<file path="src/cdq_pkg.sv">
// Shared types and constants for the circular deque with read cursor.
package cdq_pkg;

    localparam int DEPTH_DEF    = 16;
    localparam int RECORD_W_DEF = 64;
    localparam int CMD_W        = 3;
    localparam int STATUS_W     = 2;

    typedef enum logic [CMD_W-1:0] {
        CMD_PUSH_FRONT = 3'd0,
        CMD_PUSH_BACK  = 3'd1,
        CMD_POP_FRONT  = 3'd2,
        CMD_POP_BACK   = 3'd3,
        CMD_READ_NEXT  = 3'd4
    } cmd_t;

    typedef enum logic [STATUS_W-1:0] {
        ST_OK    = 2'd0,
        ST_EMPTY = 2'd1,
        ST_FULL  = 2'd2
    } status_t;

    typedef enum logic [1:0] {
        S_IDLE,
        S_EXEC,
        S_OUT
    } fsm_t;

    // Controller to datapath commands
    typedef struct packed {
        logic load;   // capture the input beat
        logic exec;   // execute the captured command
    } dp_cmd_t;

endpackage

</file>
<file path="src/cdq_ctrl.sv">
// Controller state machine: sequences capture, execute and result handoff.
module cdq_ctrl (
    input  logic            clk,
    input  logic            rst_n,
    input  logic            in_valid,
    output logic            in_stall,
    output logic            out_valid,
    input  logic            out_stall,
    output cdq_pkg::dp_cmd_t ctl
);
    import cdq_pkg::*;

    fsm_t state_reg;
    fsm_t state_next;

    // State register
    always_ff @(posedge clk or negedge rst_n)
    begin
        if (!rst_n)
        begin
            state_reg <= S_IDLE;
        end
        else
        begin
            state_reg <= state_next;
        end
    end

    // Next state and outputs
    always_comb
    begin
        state_next = state_reg;
        in_stall   = 1'b1;
        out_valid  = 1'b0;
        ctl.load   = 1'b0;
        ctl.exec   = 1'b0;
        unique case (state_reg)
            S_IDLE:
            begin
                in_stall = 1'b0;
                if (in_valid)
                begin
                    ctl.load   = 1'b1;
                    state_next = S_EXEC;
                end
            end
            S_EXEC:
            begin
                ctl.exec   = 1'b1;
                state_next = S_OUT;
            end
            S_OUT:
            begin
                out_valid = 1'b1;
                in_stall  = out_stall;
                if (!out_stall)
                begin
                    if (in_valid)
                    begin
                        ctl.load   = 1'b1;
                        state_next = S_EXEC;
                    end
                    else
                    begin
                        state_next = S_IDLE;
                    end
                end
            end
            default:
            begin
                state_next = S_IDLE;
            end
        endcase
    end

    // A captured beat is always executed next cycle
    a_load_exec: assert property (@(posedge clk) disable iff (!rst_n)
        ctl.load |=> ctl.exec)
        else $error("captured beat not executed");

    // Execution always presents a result next cycle
    a_exec_out: assert property (@(posedge clk) disable iff (!rst_n)
        ctl.exec |=> out_valid)
        else $error("result not presented after execute");

    // A stalled result stays presented
    a_out_hold: assert property (@(posedge clk) disable iff (!rst_n)
        (out_valid && out_stall) |=> out_valid)
        else $error("stalled result dropped");

endmodule

</file>
<file path="src/cdq_dp.sv">
// Datapath: ring memory, front/count/cursor registers and result registers.
module cdq_dp #(
    parameter int DEPTH    = cdq_pkg::DEPTH_DEF,
    parameter int RECORD_W = cdq_pkg::RECORD_W_DEF,
    parameter int CNT_W    = $clog2(DEPTH + 1)
) (
    input  logic                          clk,
    input  logic                          rst_n,
    input  cdq_pkg::dp_cmd_t              ctl,
    input  logic [cdq_pkg::CMD_W-1:0]     cmd,
    input  logic [RECORD_W-1:0]           record_in,
    output logic [cdq_pkg::STATUS_W-1:0]  status,
    output logic [RECORD_W-1:0]           record_out,
    output logic [CNT_W-1:0]              count
);
    import cdq_pkg::*;

    localparam int IDX_W = $clog2(DEPTH);
    localparam int SUM_W = CNT_W + 1;
    localparam logic [CNT_W-1:0] DEPTH_C  = CNT_W'(DEPTH);
    localparam logic [IDX_W-1:0] IDX_LAST = IDX_W'(DEPTH - 1);
    localparam logic [SUM_W-1:0] DEPTH_S  = SUM_W'(DEPTH);

    logic [RECORD_W-1:0] mem [DEPTH];

    logic [IDX_W-1:0]    front_reg, front_next;
    logic [CNT_W-1:0]    count_reg, count_next;
    logic [IDX_W-1:0]    cursor_reg, cursor_next;
    logic [CMD_W-1:0]    cmd_reg;
    logic [RECORD_W-1:0] rec_reg;
    status_t             st_reg, st_next;
    logic                rd_ok_reg, rd_ok_next;
    logic [RECORD_W-1:0] rd_data_reg;

    logic                wr_en;
    logic [IDX_W-1:0]    wr_addr;
    logic                empty, full;
    logic [IDX_W-1:0]    front_prev, front_inc, cursor_inc, tail_slot, back_slot;
    logic [SUM_W-1:0]    sum, bsum;

    // Ring position arithmetic
    always_comb
    begin
        empty      = (count_reg == '0);
        full       = (count_reg == DEPTH_C);
        front_prev = (front_reg == '0) ? IDX_LAST : front_reg - IDX_W'(1);
        front_inc  = (front_reg == IDX_LAST) ? '0 : front_reg + IDX_W'(1);
        cursor_inc = (cursor_reg == IDX_LAST) ? '0 : cursor_reg + IDX_W'(1);
        sum        = SUM_W'(front_reg) + SUM_W'(count_reg);
        bsum       = sum - SUM_W'(1);
        tail_slot  = (sum >= DEPTH_S) ? IDX_W'(sum - DEPTH_S) : IDX_W'(sum);
        back_slot  = (bsum >= DEPTH_S) ? IDX_W'(bsum - DEPTH_S) : IDX_W'(bsum);
    end

    // Command decode and state update
    always_comb
    begin
        front_next  = front_reg;
        count_next  = count_reg;
        cursor_next = cursor_reg;
        st_next     = ST_OK;
        rd_ok_next  = 1'b0;
        wr_en       = 1'b0;
        wr_addr     = tail_slot;
        unique case (cmd_reg)
            CMD_PUSH_FRONT:
            begin
                if (full)
                begin
                    st_next = ST_FULL;
                end
                else
                begin
                    wr_en       = 1'b1;
                    wr_addr     = front_prev;
                    front_next  = front_prev;
                    cursor_next = front_prev;
                    count_next  = count_reg + CNT_W'(1);
                end
            end
            CMD_PUSH_BACK:
            begin
                if (full)
                begin
                    st_next = ST_FULL;
                end
                else
                begin
                    wr_en      = 1'b1;
                    count_next = count_reg + CNT_W'(1);
                    if (empty)
                    begin
                        cursor_next = tail_slot;
                    end
                end
            end
            CMD_POP_FRONT:
            begin
                if (empty)
                begin
                    st_next = ST_EMPTY;
                end
                else
                begin
                    front_next = front_inc;
                    count_next = count_reg - CNT_W'(1);
                    if (cursor_reg == front_reg || count_reg == CNT_W'(1))
                    begin
                        cursor_next = front_inc;
                    end
                end
            end
            CMD_POP_BACK:
            begin
                if (empty)
                begin
                    st_next = ST_EMPTY;
                end
                else
                begin
                    count_next = count_reg - CNT_W'(1);
                    if (cursor_reg == back_slot || count_reg == CNT_W'(1))
                    begin
                        cursor_next = front_reg;
                    end
                end
            end
            CMD_READ_NEXT:
            begin
                if (empty)
                begin
                    st_next = ST_EMPTY;
                end
                else
                begin
                    rd_ok_next  = 1'b1;
                    cursor_next = (cursor_reg == back_slot) ? front_reg : cursor_inc;
                end
            end
            default:
            begin
                st_next = ST_OK;
            end
        endcase
    end

    // Control and status registers
    always_ff @(posedge clk or negedge rst_n)
    begin
        if (!rst_n)
        begin
            front_reg  <= '0;
            count_reg  <= '0;
            cursor_reg <= '0;
            st_reg     <= ST_OK;
            rd_ok_reg  <= 1'b0;
        end
        else if (ctl.exec)
        begin
            front_reg  <= front_next;
            count_reg  <= count_next;
            cursor_reg <= cursor_next;
            st_reg     <= st_next;
            rd_ok_reg  <= rd_ok_next;
        end
    end

    // Input beat capture
    always_ff @(posedge clk)
    begin
        if (ctl.load)
        begin
            cmd_reg <= cmd;
            rec_reg <= record_in;
        end
    end

    // Ring memory: one write port, registered read at the cursor
    always_ff @(posedge clk)
    begin
        if (ctl.exec && wr_en)
        begin
            mem[wr_addr] <= rec_reg;
        end
        if (ctl.exec)
        begin
            rd_data_reg <= mem[cursor_reg];
        end
    end

    assign status     = st_reg;
    assign record_out = rd_ok_reg ? rd_data_reg : '0;
    assign count      = count_reg;

    // Fill level never exceeds the ring size
    a_count_max: assert property (@(posedge clk) disable iff (!rst_n)
        count_reg <= DEPTH_C)
        else $error("entry count above depth");

    // One command moves the count by at most one
    a_count_step: assert property (@(posedge clk) disable iff (!rst_n)
        ctl.exec |=> (count_reg == $past(count_reg)
                   || count_reg == $past(count_reg) + CNT_W'(1)
                   || count_reg == $past(count_reg) - CNT_W'(1)))
        else $error("count changed by more than one");

    // Pointer state only moves on execute
    a_hold: assert property (@(posedge clk) disable iff (!rst_n)
        !ctl.exec |=> ($stable(count_reg) && $stable(front_reg) && $stable(cursor_reg)))
        else $error("deque state changed outside execute");

endmodule

</file>
<file path="src/circular_deque_with_cursor.sv">
// Top level of the circular deque with rotating read cursor.
//
// Usage: a bounded double-ended queue of DEPTH records of RECORD_W bits.
// Input channel (in_valid/in_stall) carries one command beat: cmd and
// record_in. Commands: push front, push back, pop front, pop back, read
// next. Output channel (out_valid/out_stall) returns exactly one result
// beat per command: status (ok, empty, full), record_out (record under the
// cursor for a successful read next, else zero) and count after the command.
// Each command is captured, then executed against the ring memory, whose
// read port is registered; the result is presented once execution is done.
// The next command is accepted in the same cycle the current result is
// taken, so a new command is not accepted before the last result is taken.
// While out_stall is high the result holds and in_stall stays high.
// Reset empties the deque and parks front and cursor at slot 0; memory
// contents are not cleared and are never returned before being written.
module circular_deque_with_cursor #(
    parameter int DEPTH    = cdq_pkg::DEPTH_DEF,
    parameter int RECORD_W = cdq_pkg::RECORD_W_DEF,
    parameter int CNT_W    = $clog2(DEPTH + 1)
) (
    input  logic                          clk,
    input  logic                          rst_n,
    input  logic                          in_valid,
    output logic                          in_stall,
    input  logic [cdq_pkg::CMD_W-1:0]     cmd,
    input  logic [RECORD_W-1:0]           record_in,
    output logic                          out_valid,
    input  logic                          out_stall,
    output logic [cdq_pkg::STATUS_W-1:0]  status,
    output logic [RECORD_W-1:0]           record_out,
    output logic [CNT_W-1:0]              count
);
    import cdq_pkg::*;

    dp_cmd_t ctl;

    // Sequencer
    cdq_ctrl u_ctrl (
        .clk       (clk),
        .rst_n     (rst_n),
        .in_valid  (in_valid),
        .in_stall  (in_stall),
        .out_valid (out_valid),
        .out_stall (out_stall),
        .ctl       (ctl)
    );

    // Ring and pointers
    cdq_dp #(
        .DEPTH    (DEPTH),
        .RECORD_W (RECORD_W),
        .CNT_W    (CNT_W)
    ) u_dp (
        .clk        (clk),
        .rst_n      (rst_n),
        .ctl        (ctl),
        .cmd        (cmd),
        .record_in  (record_in),
        .status     (status),
        .record_out (record_out),
        .count      (count)
    );

endmodule

</file>
<file path="config.mk">
export PLATFORM = sky130hd
export DESIGN_NAME = circular_deque_with_cursor
export DESIGN_NICKNAME = d
export VERILOG_FILES = /design/src/cdq_pkg.sv /design/src/cdq_ctrl.sv /design/src/cdq_dp.sv /design/src/circular_deque_with_cursor.sv
export SDC_FILE = /design/constraint.sdc
export NUM_CORES = 1
export LEC_CHECK = 0
export ABC_CLOCK_PERIOD_IN_PS = 8350
export BUFFER_PORTS_ARGS = -buffer_cell sky130_fd_sc_hd__buf_2
export CAP_MARGIN = 20
export CORE_MARGIN = 4
export CORE_UTILIZATION = 45
export DETAILED_ROUTE_END_ITERATION = 10
export PLACE_DENSITY_LB_ADDON = 0.12
export SLEW_MARGIN = 15
export SYNTH_ARGS = -nofsm -noshare
export SYNTH_HDL_FRONTEND = slang
export SYNTH_HIERARCHICAL = 1
export SYNTH_SLANG_ARGS = --single-unit
</file>
<file path="constraint.sdc">
create_clock -name clk -period 8.35 [get_ports clk]
set_input_delay 0.835 -clock clk [delete_from_list [all_inputs] [get_ports clk]]
set_output_delay 0.835 -clock clk [all_outputs]
set_load 0.01 [all_outputs]
</file>
== After elaboration in Yosys (flattened, before gate mapping) ==
Memories as Yosys holds them, arrays and structs flattened. A register that Yosys moved wholly into a read port is not among the register bits.
Cells that the tools add are included.

* Bits in registers: 85
* Latch bits: 0
* RAM bits: 1024
* Bits in read-only memories: 0
* Input bits: 71
* Word-level logic and storage cells: 103
* Memories: 1

{| class="wikitable"
|+ Memories
! memory !! words !! bits a word !! rd ports !! clocked after Yosys merged registers in !! write ports !! line !! text
|-
| u_dp.mem || 16 || 64 || 1 || 1 || 1 || cdq_dp.sv:24 || <nowiki>logic [RECORD_W-1:0] mem [DEPTH];</nowiki>
|}

* Add/subtract/negate cells: 9
* Multipliers: 0
* Div/mod/pow operators: 0
* Order comparisons: 2
* Equal/unequal tests: 24
* Shifts and indexed selects: 0
* Mux-type cells: 42
* Bitwise gates (word level): 0
* Reduce and logical (&&, ||, !) cells: 17

{| class="wikitable"
|+ Operator list
! operator !! number
|-
| $mux W4 || 17
|-
| $mux W64 || 1
|-
| $pmux W4 S5 || 1
|-
| $ne A2 B2 Y1 const B || 9
|-
| $ge A6 B5 Y1 const B || 2
|-
| $mux W1 || 12
|-
| $sub A4 B1 Y4 const B || 3
|-
| $mux W5 || 2
|-
| $pmux W5 S2 || 1
|-
| $reduce_and A10 Y1 || 1
|-
| $add A4 B1 Y4 const B || 2
|-
| $eq A4 B4 Y1 || 2
|-
| $eq A4 B4 Y1 const B || 2
|-
| $pmux W4 S2 || 1
|-
| $reduce_and A4 Y1 || 2
|-
| $add A4 B5 Y6 || 1
|-
| $eq A3 B2 Y1 const B || 2
|-
| $mux W2 || 3
|-
| $ne A2 B1 Y1 const B || 3
|-
| $pmux W2 S3 || 1
|-
| $sub A6 B1 Y6 const B || 1
|-
| $add A5 B1 Y5 const B || 1
|-
| $eq A5 B1 Y1 const B || 1
|-
| $eq A5 B5 Y1 const B || 1
|-
| other kinds (18) || 22
|}

== Depth between registers and ports, before layout ==
Gate-level depths: netlist of the first run.

* Depth in word-level cells: 9
* Gate-level depth with buffers: 12
* Mapped depth without buffers: 11

== Hierarchy ==
The synthesis of the first run kept the hierarchy.

{| class="wikitable"
|+ Modules (own cells, without submodules)
! module !! times used !! cells each !! area an instance (um^2) !! seq. area each (um^2)
|-
| cdq_dp || 1 || 1859 || 44446.4 || 35083.6
|-
| cdq_ctrl || 1 || 11 || 107.6 || 50.0
|}

== Least setup slack after synthesis of the first run ==
No wires, ideal clock.

* Path type: register to register
* Start: reg u_dp.count_reg[1], in the netlist u_dp/count[1]
* End: mem u_dp/mem[5][0] in the netlist's numbering (enable)
* Library setup time: 0.486 ns
* Arrival: 4.436 ns
* Path slack: 3.428 ns
* Stages on the path, launching flop included: 8
* Period minus slack after synthesis: 4.922 ns
* Path through: dfrtp_1 > ha_1 > a21o_1 > a21oi_1 > xnor3_1 > mux2i_1 > nand2_1 > nor2_1

* Word-level cells in the longest chain between the ends: 6
* Elaborated cells between the ends (all ways): 12

{| class="wikitable"
|+ RTL lines
! element !! line !! text
|-
| start, declared || cdq_dp.sv:27 || <nowiki>logic [CNT_W-1:0] count_reg, count_next;</nowiki>
|-
| start signal, assigned || cdq_dp.sv:161 || <nowiki>count_reg <= count_next;</nowiki>
|-
| branches (longest 6 deep; another with $add A4 B5 Y6) || - ||
|-
| end, declared || cdq_dp.sv:24 ||
|}

Several ways; the timed one is not identified.

== Worst setup path in the final report of the first run ==
* Start: reg u_dp.front_reg[0]
* End: mem u_dp/mem[15][14] in the netlist's numbering (enable)

* Word-level cells in the longest chain between the ends: 5
* Elaborated cells between the ends (all ways): 9

{| class="wikitable"
|+ RTL lines
! element !! line !! text
|-
| start, declared || cdq_dp.sv:26 || <nowiki>logic [IDX_W-1:0] front_reg, front_next;</nowiki>
|-
| start signal, assigned || cdq_dp.sv:160 || <nowiki>front_reg <= front_next;</nowiki>
|-
| $add A4 B5 Y6 || cdq_dp.sv:49 || <nowiki>sum = SUM_W'(front_reg) + SUM_W'(count_reg);</nowiki>
|-
| $ge A6 B5 Y1 / $sub A4 B1 Y4 (equally long branches) || cdq_dp.sv:51 || <nowiki>tail_slot = (sum >= DEPTH_S) ? IDX_W'(sum - DEPTH_S) : IDX_W'(sum);</nowiki>
|-
| $mux W4 || cdq_dp.sv:51 ||
|-
| $mux W4 || cdq_dp.sv:68 || <nowiki>if (full)</nowiki>
|-
| $mux W4 (*) || cdq_dp.sv:65 || <nowiki>unique case (cmd_reg)</nowiki>
|}

Every way passes the cells marked *; elsewhere a longest branch is shown, timed or not.

==> results of run 1 <==
routing by layer:
layer / vias to the layer above / GRT usage, %
met1: 10700 / 28.0
met2: 598 / 30.7
li1: 8300 / -
met3: 113 / 3.00
met5: - / 0
met4: 0 / 4.39
per-stage QoR:
stage	worst slack, ns	cell area (um^2)
2_1_floorplan	3.43	44600
3_3_place_gp	4.13	46900
3_5_place_dp	4.08	46900
4_1_cts	4.04	50500
5_1_grt	3.78	50500
6_report	4.00	50500
final timing paths:
check	endpoint	slack [ns]	cells past startpoint
max	u_dp/mem[15][14]$_DFFE_PP_	4.00	8
min	u_dp/status[0]$_DFFE_PN0P_	0.07	1
max reg2reg	u_dp/mem[15][14]$_DFFE_PP_	4.00	8
min reg2reg	u_ctrl/state_reg[1]$_DFFE_PN0P_	0.51	1
max in group asynchronous	u_dp/cursor_reg[1]$_DFFE_PN0P_	7.91	1
min in group clk	u_dp/rec_reg[62]$_DFFE_PP_	0.31	1
cell usage after synthesis (all sizes together), types with 7 or more instances:
master and n:
edfxtp 1155, dfrtp 18, mux4 320, inv 13
buf 41, ha 11, xor2 12, nor2b 7
clkbuf 56, xnor2 11, nand2 29, a21oi 14
nor2 29, and2 65, o21ai 18, nand3 7
critical path, cell delays in order, from the launching register on:
cell     delay (ns)
dfrtp_1        0.52
ha_1           0.29
fa_1           0.58
nor2_1         0.07
a21oi_1        0.22
nor2b_1        0.21
nand2_1        0.26
nor2_4         0.91
buf_4          0.82
layout make-up:
class	instances	share of cell area (%)
Timing Repair Buffer	172	1.92
Clock inverter	62	1.01
Clock buffer	151	6.26
Inverter	13	0.0965
Tap cell	1287	3.19
Multi-Input combinational cell	587	18.0
Sequential cell	1173	69.5
kinds of logic after synthesis:
kind of cell	after synthesis	synth area share, %
compound gates	55	0.767
flops	1173	78.9
xor+xnor	24	0.536
simple gates	164	2.00
fa+ha+maj	12	0.354
mux	332	16.5
buf+inv	110	1.02
report_power, final:
group / internal, W / leakage (nW) / total [W] / switching [W]
Sequential: 0.00694 / 10.7 / 0.00741 / 0.000469
Clock: 0.00290 / 1.81 / 0.00503 / 0.00213
Combinational: 0.00194 / 3.63 / 0.00385 / 0.00191
Total: 0.0118 / 16.1 / 0.0163 / 0.00451
layout by cell type (no fill, tap or decap), drive strengths merged, types with 4 or more instances in the layout:
| master | count |
|---|---|
| edfxtp | 1155 |
| mux4 | 320 |
| buf | 172 |
| clkbuf | 151 |
| and2 | 65 |
| clkinv | 49 |
| nand2 | 29 |
| nor2 | 29 |
| o21ai | 18 |
| dfrtp | 18 |
| inv | 17 |
| a21oi | 14 |
| xor2 | 12 |
| ha | 11 |
| xnor2 | 11 |
| bufinv | 8 |
| nand3 | 7 |
| nor2b | 7 |
| mux2 | 6 |
| mux2i | 6 |
| nor3 | 6 |
| a31oi | 4 |
| nand4 | 4 |
==> summary.txt, run 1 <==
Floorplan
  • I/O Pins: around 140
  • Core ar.: around 100000 um^2
  • Die extent in x: 323 um
  • Initial core utilization: between 40% and 50%
  • Die area: between 100000 and 150000 um^2
  • Core Rows: 115
  • Die extent in y: 323 um

GRT
  • Global-route wire length before repair: between 100000 and 150000 um
  • Vias in the first global route: 20900
  • Largest net degree at the start of global routing: ~150
  • Initial antenna violation count: 3
  • GRT overflow: 0
  • Aggregate global-route resource usage: 19.1%

Synth
  • Leading post-synthesis cells by cell area: edfxtp_1 (78%), mux4_2 (16%), dfrtp_1 (1.0%), and2_1 (0.91%), clkbuf_1 (0.47%)
  • Synth Net Count: around 2000
  • Post-synth ARST share: 1.53%
  • EDFF count, synth: roughly 1200
  • Seq/Total Area, Yosys: 78.9%
  • Synth Instances: 1870
  • Top FF cell, synth: edfxtp_1
  • Synth unique cells: between 50 and 60
  • Ys Warns: 6
  • Average size of a mapped cell: between 20 and 25 um^2
  • Top cell type by total area after synthesis: edfxtp_1
  • #FFs+latches synth: ~1200
  • Post-Syn Area: 44600 um^2
  • Post-synth top area share: 77.8%

Drt
  • Routed WL per cell: 28.4 um
  • Met3 wire length: 5310 um
  • M1 WL: between 40000 and 50000 um
  • DRC Markers: 0
  • DR top layer: met4
  • Detailed Route WL: just under 100000 um
  • Metal2 WL: ~48000 um
  • Antenna Nets Post-Route: 0
  • Initial DRC count: between 1500 and 2000
  • DR vias/cell: roughly 5.7
  • Drt pass-1 iters: 5
  • Vias: 19700

CTS
  • Clock Sinks: around 1200
  • Clk root buf: clkbuf_16
  • Clk_lat worst skew: 0.70 ns
  • PostCTS Resize Cnt: 0
  • CTS Hold Bufs: 0
  • Clock-pin slew on the worst setup and hold paths: ~0.060 ns
  • H-tree depth: 3
  • Setup Fix Bufs, Post-CTS: 0
  • Num CTS Buffers: between 100 and 150
  • Max clock buf depth: 3
  • CTS tree: done

STA
  • RSZ-0062 raised after global routing: false
  • Worst Max-Slew Pin Slew: 1.19 ns
  • Period utilisation layout: a little over half
  • Max Clk Rate: between 0.2 and 0.25 GHz
  • Final worst path period need: 4.35 ns
  • Setup violations, final: 0
  • Final hold violations: 0
  • Clock Skew: slightly below 0.04 ns
  • Slew Limit Fails: 0
  • Fin Hold WS: ~0.072 ns
  • Setup TNS: 0 ns
  • Relative slew slack: 20.4%

Cells and area
  • Multi-input logic area: ~9100 um^2
  • Final core occ: between 50% and 60%
  • Register area: ~35000 um^2
  • Final instance count without filler cells: between 3000 and 4000
  • Fillers: ~7600
  • Area growth syn-to-layout: 13.4%
  • Fin nets: 2149
  • Layout cell share with drive strength beyond 1: 31.7%
  • Largest register FFs: approximately 1000
  • Final antenna diode count: 0

Power and ir drop
  • Max IR drop VDD: between 0.3 and 0.4 mV
  • Tot Pwr: 0.0163 W
  • Pleak: approximately 16 nW
  • Pwr dens: approximately 320 nW/um^2

Job
  • Total of max-cap violations: 0

Worst setup path
  • WP data arrival: around 4.6 ns
  • CP Class: reg -> reg
  • WP data required: 8.65 ns
  • Crit-path max FO: 41
  • Crit path from: u_dp/front_reg[0]$_DFFE_PN0P_
  • Reg2reg start: u_dp/front_reg[0]$_DFFE_PN0P_
  • CP startpoint kind: flop
  • CP endpoint kind: flop

Hold path
  • Path category of the worst min-delay check: in -> async

Place
  • Routability cong.: between 0.8 and 0.9
  • Hpwl dp: ~50000 um
  • Buffers added on ports: 143
  • Placed cells: 3232

Outcome
  • Status: finished clean
Power figures use the tool's default switching activity.
==> run 2: changes to the inputs <==
--- a/config.mk
+++ b/config.mk
@@ -5,7 +5,7 @@
 export SDC_FILE = /design/constraint.sdc
 export NUM_CORES = 1
 export LEC_CHECK = 0
-export ABC_CLOCK_PERIOD_IN_PS = 8350
+export ABC_CLOCK_PERIOD_IN_PS = 4500
 export BUFFER_PORTS_ARGS = -buffer_cell sky130_fd_sc_hd__buf_2
 export CAP_MARGIN = 20
 export CORE_MARGIN = 4
==> constraint.sdc (replaced) <==
create_clock -name clk -period 4.5 [get_ports clk]
set_input_delay 0.45 -clock clk [delete_from_list [all_inputs] [get_ports clk]]
set_output_delay 0.45 -clock clk [all_outputs]
set_load 0.01 [all_outputs]
==> run 2 against run 1 <==
  * Sequential share of layout area is 1.5 points lower
  * Sequential power is 85% higher
  * Worst setup slack worse by 3.0 ns
  * First-iteration DRC count is 0.28% lower
  * Clock skew is 0.013 ns lower
  * Combinational power is 93% higher
  * Maximum frequency is 25% higher
  * Clock power is 79% higher
  * Clock-buffer cell count is 16 lower
  * Critical path depth stayed put
  * Final area is 2.1% higher
==> summary.txt, run 2 (same netlist as run 1, synthesis figures left out) <==
Cells and area
  • Final instance count without filler cells: ~3600
  • Most frequent cells in the layout: edfxtp_1 (1155), mux4_2 (320), buf_2 (143)
  • Final antenna diode count: 0
  • Fin nets: between 2000 and 2500
  • Commonest non-fill, non-tap cell in the layout: edfxtp_1
  • Final core occ: around 53%
  • Fillers: approximately 7600
  • Layout cell share with drive strength beyond 1: between 30% and 40%
  • Area growth syn-to-layout: 15.9%
  • Largest register FFs: 1024

Power and ir drop
  • Sw frac: ~28%
  • Pwr dens: between 500 and 600 nW/um^2
  • Internal power: between 0.02 and 0.025 W
  • Comb pwr share: between 20% and 30%
  • Pleak: roughly 17 nW
  • Sequential share of power: roughly 46%
  • Net Sw Power: between 0.008 and 0.009 W
  • Max IR drop VDD: 0.392 mV
  • Clk pwr share: 29.8%

Place
  • Hpwl dp: ~54000 um
  • Placed cells: ~3300
  • Routability cong.: between 0.8 and 0.9
  • Post-Place Setup Slack: 1.10 ns
  • Buffers added on ports: around 140

CTS
  • PostCTS Resize Cnt: 0
  • Clock-pin slew on the worst setup and hold paths: around 0.060 ns
  • Max clock buf depth: 3
  • CTS Hold Bufs: slightly below 70
  • Clock Sinks: 1173
  • Num CTS Buffers: about 120
  • Clk_lat worst skew: between 0.6 and 0.7 ns
  • CTS tree: done
  • Setup Fix Bufs, Post-CTS: 0
  • H-tree depth: 3
  • Clk root buf: clkbuf_16

STA
  • Clock Skew: around 0.027 ns
  • Setup TNS: 0 ns
  • Max Clk Rate: 0.289 GHz
  • Worst Max-Slew Pin Slew: a little over 1 ns
  • Final worst path period need: between 3 and 4 ns
  • Period utilisation layout: between 70% and 80%
  • Relative slew slack: 31.5%
  • Final hold violations: 0
  • RSZ-0062 raised after global routing: false
  • Worst setup margin: roughly 1.0 ns
  • Slew Limit Fails: 0
  • Setup violations, final: 0
  • Fin Hold WS: 0.0556 ns

GRT
  • Largest net degree at the start of global routing: 54
  • Aggregate global-route resource usage: around 19%
  • Initial antenna violation count: 3
  • Vias in the first global route: 21600
  • Global-route wire length before repair: roughly 150000 um
  • GRT overflow: 0

Floorplan
  • Initial core utilization: a little under half
  • Die extent in y: approximately 320 um
  • I/O Pins: 144
  • Die extent in x: 323 um
  • Core Rows: between 100 and 150
  • Die area: between 100000 and 150000 um^2
  • Core ar.: about 100000 um^2

Worst setup path
  • CP endpoint kind: flop
  • CP max-delay cell: buf_4
  • WP data arrival: roughly 3.8 ns
  • Peak per-stage delay on the critical path: 0.70 ns
  • Crit-path max FO: 45
  • CP Class: reg -> reg
  • CP bufs+invs: 1
  • CP startpoint kind: flop
  • Reg2reg start: u_dp/front_reg[0]$_DFFE_PN0P_
  • Family with the most delay on the worst path: adder cells
  • WP data required: about 4.8 ns
  • Worst path cell trace: ha_1 -> fa_1 -> nor2_1 -> a21oi_1 -> nor2b_1 -> nand2_1 -> nor2_4 -> buf_4
  • Crit path from: u_dp/front_reg[0]$_DFFE_PN0P_

Drt
  • Detailed Route WL: 98600 um
  • Vias: between 20000 and 25000
  • Routed WL per cell: approximately 28 um
  • DR vias/cell: 5.68
  • Initial DRC count: ~1800
  • DRC Markers: 0
  • Drt pass-1 iters: 5
  • Antenna Nets Post-Route: 0

Outcome
  • Status: finished clean

Job
  • Total of max-cap violations: 0

Hold path
  • Path category of the worst min-delay check: in -> reg
  • Hold path start: in_valid
==> run 2: cell types whose count changed in the layout (fill, tap and decap cells not counted) <==
cell           previous run  this run
buf_12                    3        25
buf_4                    26        35
clkinv_2                 23        33
clkinv_1                 25        41
clkinv_16                 0         2
dlygate4sd3_1             0        68
clkbuf_16               122       120
clkbuf_1                 29        15
bufinv_16                 8         2
clkinvlp_4                1         2
==> run 2: path summary, 6_finish.rpt <==
kind                            depth (start not counted)  slack (ns)                         endpoint
min in group asynchronous                               2        0.27        u_dp/count[4]$_DFFE_PN0P_
worst max register to register                          8        1.03       u_dp/mem[10][32]$_DFFE_PP_
max in group asynchronous                               2        3.85   u_dp/cursor_reg[1]$_DFFE_PN0P_
worst max-delay path                                    8        1.03       u_dp/mem[10][32]$_DFFE_PP_
worst min-delay path                                    3        0.06  u_ctrl/state_reg[0]$_DFFE_PN0P_
worst min register to register                          1        0.51       u_dp/status[0]$_DFFE_PN0P_
==> run 2: metal layers <==
layer	vias to the layer above	GRT usage [%]	routed length [um]
met5	-	0	0
met3	125	2.47	4460
met2	508	32.0	49200
met4	0	4.40	1730
met1	11000	27.9	43200
li1	8518	-	-
==> run 2: power groups by stage <==
stage / Sequential [W] / Combinational [W] / Clock, W
2_1_floorplan: 0.0133 / 0.00561 / 0
4_1_cts: 0.0138 / 0.00760 / 0.00923
3_3_place_gp: 0.0139 / 0.00752 / 0
3_5_place_dp: 0.0140 / 0.00752 / 0
6_report: 0.0137 / 0.00744 / 0.00898
5_1_grt: 0.0138 / 0.00796 / 0.00973
==> run 2: cell type report <==
type	instances	area (um^2)	share of cell area, %
flip-flops and latches	1173	35200	68.1
multi-input cells	587	9090	17.6
clock buffers	135	3060	5.93
repair buffers	271	2160	4.18
well taps	1287	1610	3.12
clock inverters	85	505	0.979
inverters	13	48.8	0.0945
==> run 2: worst min-delay path, delay by kind of cell <==
kind	cells	cell delay [ns]
AND/OR/NAND/NOR	1	0.10
buffers and inverters	2	0.14
==> run 2: metrics by stage <==
stage	instance area, um^2	total power [W]
floorplan	44600	0.0190
global placement	47400	0.0215
detailed placement	47400	0.0215
CTS	51600	0.0306
global route	51600	0.0315
finish	51600	0.0301
